<file path="src/hdl/vt4_pkg.sv">
// ----------------------------------------------------------------------------
// Vertex transform package
// Shared constants and item codes for the 4x4 fixed-point vertex transform.
// ----------------------------------------------------------------------------
package vt4_pkg;

   localparam int WORD_WIDTH_DEFAULT = 32;
   localparam int FRAC_BITS_DEFAULT  = 16;

   // Matrix dimension: four rows, four columns, one lane per row.
   localparam int DIM       = 4;
   localparam int DIM_WIDTH = $clog2(DIM);

   typedef enum logic [0:0] {
      MODE_LOAD      = 1'b0,
      MODE_TRANSFORM = 1'b1
   } mode_type;

endpackage

</file>
<file path="src/hdl/vt4_matrix.sv">
// ----------------------------------------------------------------------------
// Vertex transform matrix store
// Sixteen signed words, row-major, cleared at reset, one element per write.
// ----------------------------------------------------------------------------
module vt4_matrix #(
   parameter int WORD_WIDTH = vt4_pkg::WORD_WIDTH_DEFAULT
) (
   input  logic                          clock,
   input  logic                          reset,
   input  logic                          wr_en,
   input  logic [vt4_pkg::DIM_WIDTH-1:0] wr_row,
   input  logic [vt4_pkg::DIM_WIDTH-1:0] wr_col,
   input  logic signed [WORD_WIDTH-1:0]  wr_data,
   output logic signed [WORD_WIDTH-1:0]  elem [vt4_pkg::DIM][vt4_pkg::DIM]
);

   logic signed [WORD_WIDTH-1:0] elem_ff [vt4_pkg::DIM][vt4_pkg::DIM];

   always_ff @(posedge clock) begin
      if (reset) begin
         for (int r = 0; r < vt4_pkg::DIM; r++) begin
            for (int c = 0; c < vt4_pkg::DIM; c++) begin
               elem_ff[r][c] <= '0;
            end
         end
      end else if (wr_en) begin
         elem_ff[wr_row][wr_col] <= wr_data;
      end
   end

   assign elem = elem_ff;

endmodule

</file>
<file path="config.mk">
export PLATFORM = sky130hd
export DESIGN_NAME = vt4_matrix
export DESIGN_NICKNAME = d
export VERILOG_FILES = /design/src/hdl/vt4_pkg.sv /design/src/hdl/vt4_matrix.sv
export SDC_FILE = /design/constraint.sdc
export NUM_CORES = 1
export LEC_CHECK = 0
export BUFFER_PORTS_ARGS = -buffer_cell sky130_fd_sc_hd__buf_4
export CORE_ASPECT_RATIO = 0.6
export CORE_MARGIN = 4
export CORE_UTILIZATION = 35
export DETAILED_ROUTE_END_ITERATION = 6
export PLACE_DENSITY_LB_ADDON = 0.05
export SYNTH_ARGS = -nofsm -noshare
export SYNTH_HDL_FRONTEND = slang
export SYNTH_SLANG_ARGS = --single-unit
</file>
<file path="constraint.sdc">
create_clock -name clock -period 1.1 [get_ports clock]
set_input_delay 0.055 -clock clock [delete_from_list [all_inputs] [get_ports clock]]
set_output_delay 0.055 -clock clock [all_outputs]
set_load 0.05 [all_outputs]
</file>
# Word level (Yosys, flattened, before mapping)
# Cells that the tools add are included.
# word_totals
reg_bits	512
word_cells	29
# op_classes
order_cmp	4
n_mux	5
bitwise	2
n_reduce_logical	2
# ops
op	n
512-bit bitwise mux	1
128-bit demux with 2-bit select	1
128-bit two-way mux	1
32-bit demux with 2-bit select	1
32-bit two-way mux	1
3-bit >= comparator (second input constant)	2
3-bit by 1-bit < comparator with 1-bit output (second input constant)	2
2-bit NOT with 3-bit output	2
1-bit logical AND	2

# Longest topological paths before layout
# depth
ltp_word	8
depth_mapped	6
ltp_nobuf	3

# Least setup slack after synthesis
# Ideal clock, no wire load.
# synth_timing
path_type	input to register
from	in wr_col[1] (netlist name)
to	reg elem_ff, in the netlist elem[484]
setup_ns	0.072
arrival_time_ns	1.033
t_required_ns	1.028
setup_slack_ns	-0.004
stages	6
n_path_buf	3
path_cell_list	buf_4 > nor2_1 > and2_1 > buf_4 > buf_6 > mux2i_1
# synth_via
elab_chain_cells	8
word_cells_on_any_way	9
classes_between	order compare (2); mux (5); bitwise (1); reduce/logical (1)
# synth_lines
element	line_no	text
from (decl)	vt4_matrix.sv:12	input logic [vt4_pkg::DIM_WIDTH-1:0] wr_col,
2-bit NOT with 3-bit output (not written as such) *	vt4_matrix.sv:27	elem_ff[wr_row][wr_col] <= wr_data;
3-bit >= comparator (not written as such) / 3-bit by 1-bit < comparator with 1-bit output (equally long branches)	vt4_matrix.sv:27	
1-bit logical AND (not written as such)	vt4_matrix.sv:27	
32-bit two-way mux (not written as such)	vt4_matrix.sv:27	
32-bit demux with 2-bit select *	vt4_matrix.sv:27	
128-bit two-way mux (not written as such) *	vt4_matrix.sv:27	
128-bit demux with 2-bit select *	vt4_matrix.sv:27	
512-bit bitwise mux *	vt4_matrix.sv:27	
to (signal, indexed assignment)	vt4_matrix.sv:27	
to (decl)	vt4_matrix.sv:17	logic signed [WORD_WIDTH-1:0] elem_ff [vt4_pkg::DIM][vt4_pkg::DIM];
# Every way passes the cells marked *; elsewhere a longest branch is shown, timed or not.
# A chain may end at the register's enable or synchronous reset.

# Worst setup path after layout
# layout_timing
from	reg elem_ff, in the netlist elem[383]
to	out elem[383] (netlist name)
# layout_rtl
element	line_no	text
to (decl)	vt4_matrix.sv:14	output logic signed [WORD_WIDTH-1:0] elem [vt4_pkg::DIM][vt4_pkg::DIM]
# No word-level cell between the ends.

==> impl_metrics.ini <==
[global_route]
grt_overflow_total = 0
grt_usage_pct = 22.4
grt_pass1_wl_mm = 103
antenna_found_initial = 2
grt_max_degree = 45
grt_pass1_vias = 15700

[detailed_routing]
ant_nets = 0
route.vias.total = 15200
routedWlPerCell_microns = 21.3
via_per_inst = 4.57
drc = 0
drt-total-wl_mm = 71.0
drt_iter0_drc = 667
first_pass_iters = 5

[status]
violations = negative setup slack
status = finished with violations

[sta]
post-route-min-period_ps = 1140
fmaxAchievable_ghz = 0.877
fin_setup_tns_ps = -4730
hold_violations = 0
rsz0062_at_grt = true
layout_setup_ws_ps = -40.3
slew_violations = 0
finalCritPeriodShare_pct = 104
setup_viol = 442
clock-skew-final_ps = 0
tightest_slew_ps = 524
relSlewSlack_pct = 65.0

[logic_synthesis]
synth.distinct_cells = 17
syn_area_sq_um = 19800
yosys_register_bits = 512
synth_area_leader_cell = dfxtp_1
synthTopCellsByCount = 544 x nand2b_1, 512 x dfxtp_1, 512 x mux2i_1
synth_flop_cell = dfxtp_1
synth_cells = 1772
yosysSeqAreaShare_pct = 51.8
synth_edf_count = 0
async_flop_share_pct = 0
yosysMostFrequentCell = nand2b_1
synth_top_cell_area_share_pct = 51.8
synth.area.top_cells = dfxtp_1 52%, mux2i_1 26%, nand2b_1 17%
synth_warnings = 0
syn_area_per_cell_sq_um = 11.2
syn_nets = 1811

[job]
maxCapViolCount = 0

[placed_design]
gp_congestion = 0.774
place_ws_ps = -228
dp_hpwl_mm = 47.1
placement.io_buffers = 550

[die]
die_y_microns = 192
initial_utilization_pct = 35.4
io_pins = 551
fp-row-count = 67
fp.dieW_microns = 315
die_area_sq_um = 60500
core_sq_um = 55900

[worst_setup_path]
crit_family = flip-flops
required_ps = 1040
reg2reg_slack_ps = 250
cp_slowest_stage_delay_ps = 380
cp_num_buf_inv = 1
cp_cell_sequence = buf_8
cp_data_arrival_time_ps = 1090
critPathCaptureType = output pin
cpMaxStageDelayCell = dfxtp_4
cp-start-kind = register
worst-setup-path-type = register to output pin
cp_max_fo = 2

[pwr]
p_leak_nw = 16.6
ir_drop_uv = 951
power_density_nw_per_um2 = 1200

[final_layout]
largest_reg_flops = 512
multiInputGateArea_sq_um = 8710
seqCellArea_sq_um = 10900
drive_above_1_share_pct = 56.8
num-fill-cells = 4515
area_growth_pct = 69.7
nets = 2573

[clocking]
cts-htree-levels = 2
clkTransAtPathRegs_ps = 70
clk_latency_ps = 560
ctsLongestPathBuffers = 3
clock-root-buffer = clkbuf_16
cts_tree = yes
clock-sinks = 512
cts_made_buffers = 50

[min_path]
min_path_type = input pin to register
-- layer usage --
layer | vias up | GRT usage [%] | part of all wire, %
met5 | - | 0 | 0
met4 | 0 | 5.58 | 2.4
met3 | 97 | 6.06 | 6.0
met2 | 325 | 39.0 | 50
met1 | 7507 | 27.5 | 42
li1 | 7310 | - | -
-- where the power goes --
part           switching [mW]  internal [mW]
Combinational            2.18           1.89
Sequential              0.225           18.8
Clock                    7.44           9.75
-- worst paths after layout --
path | endpoint | cells after the start | start
max reg2reg | elem[44] | 4 | elem[44]
max | elem[383] | 1 | elem[383]
min | elem[212] | 4 | reset
min reg2reg | elem[478] | 2 | elem[478]
-- layout make-up --
type                    instances  share of cell area [%]
clock inverters                10                   0.242
repair buffers                889                    33.9
clock buffers                  79                    4.56
well taps                     759                    2.83
flip-flops and latches        512                    32.5
diodes                          1                 0.00745
multi-input cells            1081                    26.0
-- layout by cell type, fill, tap and decap left out --
master	count
dfxtp_4	8
and3b_1	2
buf_8	500
buf_12	67
nor2b_1	2
nand2b_2	1
clkbuf_8	15
nor2_2	1
buf_6	7
and2_1	1
clkinvlp_4	1
buf_4	279
diode_2	1
nor3b_2	1
dlymetal6s4s_1	1
nand3_2	4
bufinv_16	1
and3_1	1
nand2b_1	543
and2_2	1
nand2_1	1
nand2_2	11
clkinv_2	7
clkbuf_16	51
dfxtp_2	504
dlygate4sd3_1	35
inv_6	1
mux2i_1	512
clkbuf_1	13
-- cells by family (layout without fill, tap and decap cells) --
group	Yosys count	in the layout	share of synthesized area [%]
buffers and inverters	179	978	4.36
AND/OR/NAND/NOR	569	569	17.9
flip-flops	512	512	51.8
other	0	1	0
multiplexers	512	512	25.9
-- through the flow --
stage / area [sq um] / total power, mW / hold slack [ps] / util, % / instances
6_report: 33600 / 40.3 / 50.8 / 60.0 / 3331
5_1_grt: 33600 / 41.7 / 22.5 / 60.0 / 3331
4_1_cts: 32700 / 40.7 / 16.8 / 58.5 / 3234
3_5_place_dp: 25700 / 22.9 / 464 / 46.0 / 3021
3_3_place_gp: 25700 / 22.8 / 459 / 46.0 / 3021
2_1_floorplan: 19800 / 21.4 / 336 / - / 1772
-- repair_timing --
| item | CTS | global route |
|---|---|---|
| hold endpoints to repair | 404 | 14 |
| pin swaps | 0 | 0 |
| buffers inserted | 89 | 95 |
| endpoints found under the setup margin | 512 | 515 |
| resized for setup | 1504 | 41 |
| hold buffers | 35 | 1 |
No activity file was read; power rests on OpenSTA's default activity.
