File: config.mk
export PLATFORM = sky130hd
export DESIGN_NAME = vt4_merge_flat
export DESIGN_NICKNAME = d
export VERILOG_FILES = /design/src/hdl/vt4_pkg.sv /design/src/hdl/vt4_rsp_if.sv /design/src/hdl/vt4_merge.sv /design/src/flat_wrapper.sv
export SDC_FILE = /design/constraint.sdc
export NUM_CORES = 1
export LEC_CHECK = 0
export BUFFER_PORTS_ARGS = -buffer_cell sky130_fd_sc_hd__buf_2
export CAP_MARGIN = 20
export CORE_AREA = 3 3 102 104
export DETAILED_ROUTE_END_ITERATION = 8
export DIE_AREA = 0 0 105 107
export PLACE_DENSITY = 0.77
export SYNTH_ARGS = -nofsm -noshare
export SYNTH_HDL_FRONTEND = slang
export SYNTH_SLANG_ARGS = --single-unit
export TNS_END_PERCENT = 1
File: constraint.sdc
create_clock -name clock -period 9.4 [get_ports clock]
set_input_delay 1.41 -clock clock [delete_from_list [all_inputs] [get_ports clock]]
set_output_delay 1.41 -clock clock [all_outputs]
set_load 0.02 [all_outputs]
File: src/hdl/vt4_pkg.sv
// ----------------------------------------------------------------------------
// Vertex transform package
// Shared constants and item codes for the 4x4 fixed-point vertex transform.
// ----------------------------------------------------------------------------
package vt4_pkg;

   localparam int WORD_WIDTH_DEFAULT = 32;
   localparam int FRAC_BITS_DEFAULT  = 16;

   // Matrix dimension: four rows, four columns, one lane per row.
   localparam int DIM       = 4;
   localparam int DIM_WIDTH = $clog2(DIM);

   typedef enum logic [0:0] {
      MODE_LOAD      = 1'b0,
      MODE_TRANSFORM = 1'b1
   } mode_type;

endpackage

File: src/hdl/vt4_rsp_if.sv
// ----------------------------------------------------------------------------
// Vertex transform response channel
// Carries the transformed vector and the saturation flag out of the block.
// ----------------------------------------------------------------------------
interface vt4_rsp_if #(
   parameter int WORD_WIDTH = vt4_pkg::WORD_WIDTH_DEFAULT
);
   logic                         valid;
   logic                         ready;
   logic signed [WORD_WIDTH-1:0] out_x;
   logic signed [WORD_WIDTH-1:0] out_y;
   logic signed [WORD_WIDTH-1:0] out_z;
   logic signed [WORD_WIDTH-1:0] out_w;
   logic                         saturated;

   modport source (
      output valid, out_x, out_y, out_z, out_w, saturated,
      input  ready
   );

   modport sink (
      input  valid, out_x, out_y, out_z, out_w, saturated,
      output ready
   );
endinterface

File: src/hdl/vt4_merge.sv
// ----------------------------------------------------------------------------
// Vertex transform merge stage
// Gathers the four lane words and clip flags into the response register.
// ----------------------------------------------------------------------------
module vt4_merge #(
   parameter int WORD_WIDTH = vt4_pkg::WORD_WIDTH_DEFAULT
) (
   input  logic                         clock,
   input  logic                         reset,
   input  logic                         in_valid,
   output logic                         in_ready,
   input  logic signed [WORD_WIDTH-1:0] lane_word [vt4_pkg::DIM],
   input  logic                         lane_clip [vt4_pkg::DIM],
   vt4_rsp_if.source                    rsp_ch
);

   logic                         valid_ff;
   logic                         valid_in;
   logic                         load;
   logic                         any_clip;
   logic signed [WORD_WIDTH-1:0] word_ff [vt4_pkg::DIM];
   logic                         sat_ff;

   assign in_ready = ~valid_ff | rsp_ch.ready;
   assign load     = in_valid & in_ready;

   always_comb begin
      any_clip = 1'b0;
      for (int i = 0; i < vt4_pkg::DIM; i++) begin
         any_clip = any_clip | lane_clip[i];
      end
   end

   always_comb begin
      if (in_ready) begin
         valid_in = in_valid;
      end else begin
         valid_in = valid_ff;
      end
   end

   always_ff @(posedge clock) begin
      if (reset) begin
         valid_ff <= 1'b0;
      end else begin
         valid_ff <= valid_in;
      end
   end

   always_ff @(posedge clock) begin
      if (load) begin
         word_ff <= lane_word;
         sat_ff  <= any_clip;
      end
   end

   assign rsp_ch.valid     = valid_ff;
   assign rsp_ch.out_x     = word_ff[0];
   assign rsp_ch.out_y     = word_ff[1];
   assign rsp_ch.out_z     = word_ff[2];
   assign rsp_ch.out_w     = word_ff[3];
   assign rsp_ch.saturated = sat_ff;

endmodule

File: src/flat_wrapper.sv
// flat-port wrapper written by rule: the top's interface ports become plain ports
module vt4_merge_flat 
#(
   parameter int WORD_WIDTH = vt4_pkg::WORD_WIDTH_DEFAULT
)
  (clock, reset, in_valid, in_ready, lane_word, lane_clip, rsp_ch_valid, rsp_ch_out_x, rsp_ch_out_y, rsp_ch_out_z, rsp_ch_out_w, rsp_ch_saturated, rsp_ch_ready);
  vt4_rsp_if #(.WORD_WIDTH(WORD_WIDTH)) rsp_ch_i ();
  input  logic clock;
  input  logic reset;
  input  logic in_valid;
  output logic in_ready;
  input  logic signed [WORD_WIDTH-1:0] lane_word[vt4_pkg::DIM];
  input  logic lane_clip[vt4_pkg::DIM];
  output wire logic [$bits(rsp_ch_i.valid)-1:0] rsp_ch_valid;
  output wire logic [$bits(rsp_ch_i.out_x)-1:0] rsp_ch_out_x;
  output wire logic [$bits(rsp_ch_i.out_y)-1:0] rsp_ch_out_y;
  output wire logic [$bits(rsp_ch_i.out_z)-1:0] rsp_ch_out_z;
  output wire logic [$bits(rsp_ch_i.out_w)-1:0] rsp_ch_out_w;
  output wire logic [$bits(rsp_ch_i.saturated)-1:0] rsp_ch_saturated;
  input wire logic [$bits(rsp_ch_i.ready)-1:0] rsp_ch_ready;
  assign rsp_ch_valid = rsp_ch_i.valid;
  assign rsp_ch_out_x = rsp_ch_i.out_x;
  assign rsp_ch_out_y = rsp_ch_i.out_y;
  assign rsp_ch_out_z = rsp_ch_i.out_z;
  assign rsp_ch_out_w = rsp_ch_i.out_w;
  assign rsp_ch_saturated = rsp_ch_i.saturated;
  assign rsp_ch_i.ready = rsp_ch_ready;
  vt4_merge #(.WORD_WIDTH(WORD_WIDTH)) u_core (.clock(clock), .reset(reset), .in_valid(in_valid), .in_ready(in_ready), .lane_word(lane_word), .lane_clip(lane_clip), .rsp_ch(rsp_ch_i));
endmodule
# --- Yosys cells after proc, flatten, opt, wreduce, memory -nomap -nowiden ---
# Index checks and enable logic that the tools add are counted.
classes:
  n_bitwise: 6
op_table:
  columns: ["op", "count"]
  rows:
  - ["1-bit OR", 4]
  - ["1-bit AND", 1]
  - ["1-bit NOT", 1]
totals:
  ff_bits: 130
  wordCells: 12

# --- Logic depth before layout (Yosys ltp) ---
# Gate-level depths: netlist of run 1.
logic_depth:
  word_depth: 3
  depth_mapped: 2
  ltp_nobuf: 2

# --- Least setup slack after synthesis of run 1 ---
# Ideal clock, no wire load.
synth_timing:
  path_type: "input to register"
  start: "in rsp_ch_ready"
  end: "reg u_core.word_ff (netlist bit u_core.rsp_ch.out_w[0]), enable pin"
  path_slack_ns: 4.223
  t_required_ns: 8.897
  stages: 2
  arrival_ns: 4.674
  setup_ns: 0.503
  path_cell_list: "nand2b_1 -> and2_1"
synth_via:
  elab_chain_len: 2
synth_lines:
  columns: ["element", "line_no", "text"]
  rows:
  - ["from (decl)", "flat_wrapper.sv:20", "input wire logic [$bits(rsp_ch_i.ready)-1:0] rsp_ch_ready;"]
  - ["1-bit OR", "vt4_merge.sv:24", "assign in_ready = ~valid_ff | rsp_ch.ready;"]
  - ["1-bit AND", "vt4_merge.sv:25", "assign load = in_valid & in_ready;"]
  - ["via u_core.load", "vt4_merge.sv:19", "logic load;"]
  - ["to (signal assigned)", "vt4_merge.sv:52", "word_ff <= lane_word;"]
  - ["to (decl)", "vt4_merge.sv:21", "logic signed [WORD_WIDTH-1:0] word_ff [vt4_pkg::DIM];"]
# The timed path passes the listed nets, and every way through them passes these cells.
# A chain may end at the register's enable or synchronous reset.

# --- Final worst setup path of run 1 ---
layout_timing:
  start: "in rsp_ch_ready"
  end: "out in_ready"
layout_via:
  elab_chain_len: 1
layout_lines:
  columns: ["element", "line_no", "text"]
  rows:
  - ["1-bit OR", "vt4_merge.sv:24", null]
  - ["to (decl)", "flat_wrapper.sv:11", "output logic in_ready;"]
# No other way between the ends.

==> flow_summary_export.csv, run 1 <==
group,metric,value,unit
setup_path,regToRegSetupSlack,7.08,ns
setup_path,crit_arrival,1.84,ns
yosys,synth_area_leader_cell,"edfxtp_1",
sta,fin_hold_ws,0.5425,ns
clocking,worstSkewPairLatency,0.50,ns
floorplanning,rows,36,
route,final_antenna_net_count,0,
sta,tightest_slew,0.9687,ns
sta,rsz0062_at_grt,"no",
sta,slew_headroom,35.42,%
clocking,cts.repair.resized,0,
yosys,synth_top_cells_by_area,"edfxtp_1, dfxtp_1, or4_1",
clocking,numCtsBuffers,17,
global_routing,first_global_vias,2576,
sta,post-route-period-util,34.62,%
sta,drv_slew,0,
floorplanning,dieArea,11240,sq um
sta,fin_skew,0.005742,ns
cells_and_area,syn2layout_area_growth,53.88,%
place,gp_congestion,0.7057,
setup_path,cp-start-kind,"input pin",
global_routing,grt_max_degree,81,
setup_path,crit_end,"in_ready",
power_and_ir_drop,p_leak,2.607,nW
cells_and_area,fin_cells,567,
yosys,synth_cells,135,
place,io_buffers,266,
cells_and_area,fillerInstances,761,
setup_path,path_class,"input pin to primary output",
global_routing,busiest_layer,"met2",
setup_path,r2r_end,"u_core.rsp_ch.out_y[10]",
sta,fin_setup_tns,0,ns
route,via_per_inst,4.272,
setup_path,worstSetupEndpointType,"primary output",
place,dpl_cell_area,5430,sq um
yosys,ys_ff_latch,130,
clocking,ctsHoldBuffers,0,
route,drt-pass1-iter-count,4,
cells_and_area,stdcell_area,6036,sq um
setup_path,cp-startpoint,"rsp_ch_ready",
sta,report.final.hold_viol_count,0,
yosys,syn_area,3923,sq um
yosys,synth.top_cell.area_share,98.76,%
global_routing,met1_usage,16.65,%
power_and_ir_drop,p_per_area,241.8,nW/um^2
sta,setup_viol,0,
global_routing,track_usage,16.28,%
floorplanning,ioPinCount,267,
route,drc_errors,0,
yosys,ys_seq_area_share,99.27,%
global_routing,antenna_found_initial,0,
job,drv_cap,0,
cells_and_area,diodes,0,
route,num_vias,2422,
yosys,synth_cell_types,7,
hold_path,hold_path_class,"flop to flop",
power_and_ir_drop,ir_worst_vdd,0.0001295,V
clocking,htreeDepth,4,
yosys,yosysWarnings,0,
sta,fmax,307.3,MHz
outcome,status,"finished, final reports clean",
yosys,synth.avg_cell_area,29.06,sq um
route,drt_iter0_markers,110,
floorplanning,die_h,107,microns
cells_and_area,finalNetCount,557,
clocking,clockBufferDepth,2,
setup_path,rr_worst_depth,3,
global_routing,grtUsageMet2,28.41,%
sta,finalCriticalPeriod,3.255,ns
floorplanning,die_w,105,microns
floorplanning,start_util,40.69,%
setup_path,required,7.99,ns
clocking,clkSinkCount,130,
clocking,post_cts_buffers,0,
route,routedWlPerCell,16.40,microns
setup_path,crit_path_max_fanout,3,
clocking,cts_root_buf,"clkbuf_8",
place,place_ws,5.870,ns
floorplanning,design.core.area,9639,sq um
cells_and_area,drive_gt1_share,68.66,%
clocking,cts_tree,"yes",
sta,final.setup.worst_slack,6.146,ns
yosys,synth_fp_nets,271,
global_routing,grt_use_met3,8.128,%
clocking,clkTransAtPathRegs,0.06,ns
place,numPlacedInstances,535,
setup_path,r2r_start,"u_core.rsp_ch.valid",
global_routing,grt_overflow,0,
route,wirelength,9299,microns
global_routing,grt_first_pass_wirelength,13390,microns
where the power goes:
group,total (mW),switching [mW],leakage (nW),internal (mW)
registers,0.687,0.00772,1.25,0.679
clock network,0.656,0.228,0.289,0.428
logic,0.117,0.0760,1.06,0.0412
worst max-delay path, cell delays in order:
cell	delay (ns)
buf_2	0.09
nand2b_1	0.16
buf_2	0.18
final cells by class:
| type | instances | area [sq um] | area share, % |
|---|---|---|---|
| Clock buffer | 17 | 414.1 | 6.862 |
| Clock inverter | 15 | 191.4 | 3.172 |
| Inverter | 1 | 3.754 | 0.06219 |
| Multi-Input combinational cell | 4 | 27.53 | 0.4561 |
| Sequential cell | 130 | 3894 | 64.51 |
| Tap cell | 133 | 166.4 | 2.757 |
| Timing Repair Buffer | 267 | 1339 | 22.18 |
cell families after synthesis:
family          count (synthesis)  share of synthesized area, %
buf+inv                         1                       0.09560
simple gates                    3                        0.5106
flops                         130                         99.27
compound gates                  1                        0.1275
how the worst min path moves through the flow:
stage                          end  depth (start not counted)                 from
2_1_floorplan  u_core.rsp_ch.valid                          2  u_core.rsp_ch.valid
3_3_place_gp   u_core.rsp_ch.valid                          2  u_core.rsp_ch.valid
3_5_place_dp   u_core.rsp_ch.valid                          2  u_core.rsp_ch.valid
4_1_cts        u_core.rsp_ch.valid                          2  u_core.rsp_ch.valid
5_1_grt        u_core.rsp_ch.valid                          2  u_core.rsp_ch.valid
6_report       u_core.rsp_ch.valid                          2  u_core.rsp_ch.valid
cell usage in the layout (no fill, tap or decap):
master      synthesis  final
clkbuf_16           0     16
clkinv_2            0      3
dfxtp_1             1      1
a21oi_1             1      1
clkinvlp_4          0      3
clkinv_1            0      2
clkinv_4            0      3
inv_1               1      1
nand2b_1            1      1
buf_2               0    266
and2_4              0      1
or4_1               1      1
buf_4               0      1
clkbuf_8            0      1
bufinv_16           0      4
edfxtp_1          129    129
synthesized netlist by cell type (all sizes together):
cell type / number
dfxtp: 1
and2: 1
a21oi: 1
inv: 1
or4: 1
nand2b: 1
edfxtp: 129
flip-flops by register name (all words and copies together) (netlist names):
register and cells:
u_core.rsp_ch.out_x 32, u_core.rsp_ch.valid 1, u_core.rsp_ch.out_z 32, u_core.rsp_ch.saturated 1, u_core.rsp_ch.out_w 32, u_core.rsp_ch.out_y 32
metal layers:
| metal | wire, microns | up-vias |
|---|---|---|
| met2 | 4904 | 167 |
| met5 | 0 | - |
| li1 | - | 1126 |
| met1 | 3235 | 1121 |
| met3 | 1045 | 8 |
| met4 | 113 | 0 |
per-stage QoR:
| step | power, mW | utilization [%] |
|---|---|---|
| final | 1.459 | 62.62 |
| after global routing | 1.511 | 62.62 |
| after CTS | 1.477 | 62.62 |
| after detailed placement | 0.8176 | 56.33 |
| after global placement | 0.8130 | 56.33 |
| after floorplan | 0.7567 | - |
Note: power is estimated with default switching activity, not from simulation.
==> run 2, diff against run 1 <==
ABC_AREA = 1   (was unset)
CORE_AREA = unset   (was 3 3 102 104)
CORE_MARGIN = 3   (was unset)
CORE_UTILIZATION = 41   (was unset)
DIE_AREA = unset   (was 0 0 105 107)
PLACE_DENSITY = 0.78   (was 0.77)
clock period = 3.4 ns   (was 9.4 ns; I/O delays follow)
==> run 2 against run 1 <==
Sequential share of layout area down 0.52 points. First-iteration DRC count down 16%. Design area grew 0.81%. Die area fell by 3.8%. Highest routed layer unchanged. Clock power rose to 2.9 times the previous value. Critical endpoint unchanged.
==> flow_summary_export.csv, run 2 <==
group,metric,value,unit
cells_and_area,finalNetCount,561,
yosys,synth_edf_count,129,
sta,setup_viol,0,
global_routing,first_global_vias,2615,
floorplanning,start_util,42.36,%
place,numPlacedInstances,535,
yosys,synthFlopType,"edfxtp_1",
place,gp_congestion,0.7210,
yosys,async_reset_ff_share,0,%
route,routedWlPerCell,15.74,microns
hold_path,holdCritStartpoint,"reset",
cells_and_area,layout_commonest_cell,"buf_2",
yosys,synth_cells,138,
yosys,synth.avg_cell_area,28.50,sq um
power_and_ir_drop,p_leak,2.630,nW
yosys,syn_area,3933,sq um
clocking,cts_root_buf,"clkbuf_8",
yosys,synth_top_cells_by_area,"edfxtp_1, dfxtp_1, a21oi_2",
global_routing,grt_max_degree,70,
sta,fmax,602.3,MHz
clocking,clkSinkCount,130,
yosys,ys_seq_area_share,99.01,%
sta,finalCriticalPeriod,1.660,ns
setup_path,crit_path_max_fanout,3,
clocking,cts_tree,"yes",
outcome,status,"finished, final reports clean",
sta,drv_slew,0,
cells_and_area,syn2layout_area_growth,54.72,%
setup_path,cp-start-kind,"flop",
yosys,synth.most_common_cell,"edfxtp_1",
cells_and_area,post-route-util,65.54,%
place,dpl_cell_area,5451,sq um
floorplanning,dieArea,10800,sq um
power_and_ir_drop,ir_worst_vdd,0.0003824,V
yosys,ys_ff_latch,130,
clocking,htreeDepth,4,
floorplanning,ioPinCount,267,
clocking,clockBufferDepth,2,
setup_path,required,2.89,ns
cells_and_area,drive_gt1_share,68.72,%
clocking,numCtsBuffers,17,
sta,final.setup.worst_slack,1.740,ns
global_routing,grt_first_pass_wirelength,13590,microns
floorplanning,die_w,103.9,microns
route,drc_errors,0,
floorplanning,design.core.area,9284,sq um
route,via_per_inst,4.285,
floorplanning,die_h,103.9,microns
yosys,synth.top_cell.area_share,98.50,%
sta,slew_headroom,44.87,%
clocking,cts.repair.resized,0,
setup_path,crit_arrival,1.15,ns
power_and_ir_drop,p_per_area,677.7,nW/um^2
hold_path,hold_path_class,"input pin to flop",
yosys,synth_cell_types,9,
cells_and_area,fin_cells,568,
hold_path,hold-path-cell-count,2,
place,io_buffers,266,
clocking,clkTransAtPathRegs,0.06,ns
route,num_vias,2434,
sta,rsz0062_at_grt,"no",
setup_path,r2r_start,"u_core.rsp_ch.valid",
route,wirelength,8938,microns
job,drv_cap,0,
route,drt_iter0_markers,92,
clocking,ctsHoldBuffers,0,
yosys,synth_area_leader_cell,"edfxtp_1",
place,place_ws,1.533,ns
yosys,synth_fp_nets,274,
yosys,synth_common_cells,"edfxtp_1, nor2_1",
yosys,yosysWarnings,0,
cells_and_area,stdcell_area,6085,sq um
sta,post-route-period-util,48.83,%
sta,report.final.hold_viol_count,0,
global_routing,grt_overflow,0,
floorplanning,rows,35,
setup_path,rr_worst_depth,2,
setup_path,worstSetupEndpointType,"primary output",
clocking,post_cts_buffers,0,
cells_and_area,final_cell_mix,"buf_2, edfxtp_1, clkbuf_16",
sta,tightest_slew,0.8270,ns
route,final_antenna_net_count,0,
setup_path,cp-startpoint,"u_core.rsp_ch.valid",
setup_path,path_class,"flop to primary output",
global_routing,antenna_found_initial,0,
global_routing,track_usage,16.69,%
sta,fin_skew,0.008519,ns
route,drt-pass1-iter-count,4,
clocking,worstSkewPairLatency,0.49,ns
sta,fin_setup_tns,0,ns
[run 2: cell count changes after synthesis, sizes merged]
cell    change
a21oi       +1
inv         +1
nor2        +2
and2        -1
nand2       +2
nand2b      -1
or4         -1
[run 2: per-layer routing]
| layer | global-route usage [%] | wire, microns | vias up |
|---|---|---|---|
| li1 | - | - | 1134 |
| met1 | 17.19 | 3057 | 1129 |
| met2 | 29.62 | 4813 | 162 |
| met3 | 7.076 | 967 | 9 |
| met4 | 7.217 | 99 | 0 |
| met5 | 0 | 0 | - |
[run 2: worst paths after layout]
kind	end	slack [ns]
worst min register to register	u_core.rsp_ch.valid	0.54
worst max register to register	u_core.rsp_ch.out_x[25]	1.81
worst max-delay path	in_ready	1.74
worst min-delay path	u_core.rsp_ch.valid	0.18
[run 2: final cells by class]
cell class,count,area [sq um]
fillers,705,3199
multi-input cells,6,42.54
diodes,1,2.502
clock inverters,13,209.0
clock buffers,19,421.7
well taps,129,161.4
flip-flops and latches,130,3894
inverters,2,7.507
repair buffers,268,1346
[run 2: cells by family (layout without fill, tap and decap cells)]
family          after synthesis  after routing  synth area share (%)
buf+inv                       2            302                0.1907
other cells                   0              1                     0
simple gates                  4              4                0.4455
compound gates                2              2                0.3499
flops                       130            130                 99.01
[run 2: where the power goes]
part / internal (mW) / leakage (nW) / switching, mW
Clock: 1.27 / 0.300 / 0.633
Sequential: 1.88 / 1.25 / 0.0212
Combinational: 0.115 / 1.08 / 0.211
Total: 3.26 / 2.63 / 0.865
[run 2: metrics by stage]
stage	total power [mW]	hold slack (ns)
2_1_floorplan	2.091	0.5724
3_3_place_gp	2.248	0.5090
3_5_place_dp	2.261	0.5277
4_1_cts	4.170	0.1431
5_1_grt	4.267	0.1594
6_report	4.124	0.1789
[run 2: critical path: stages (launching register included)]
cell and delay (ns):
dfxtp_1 0.42, nand2_2 0.09, buf_2 0.16
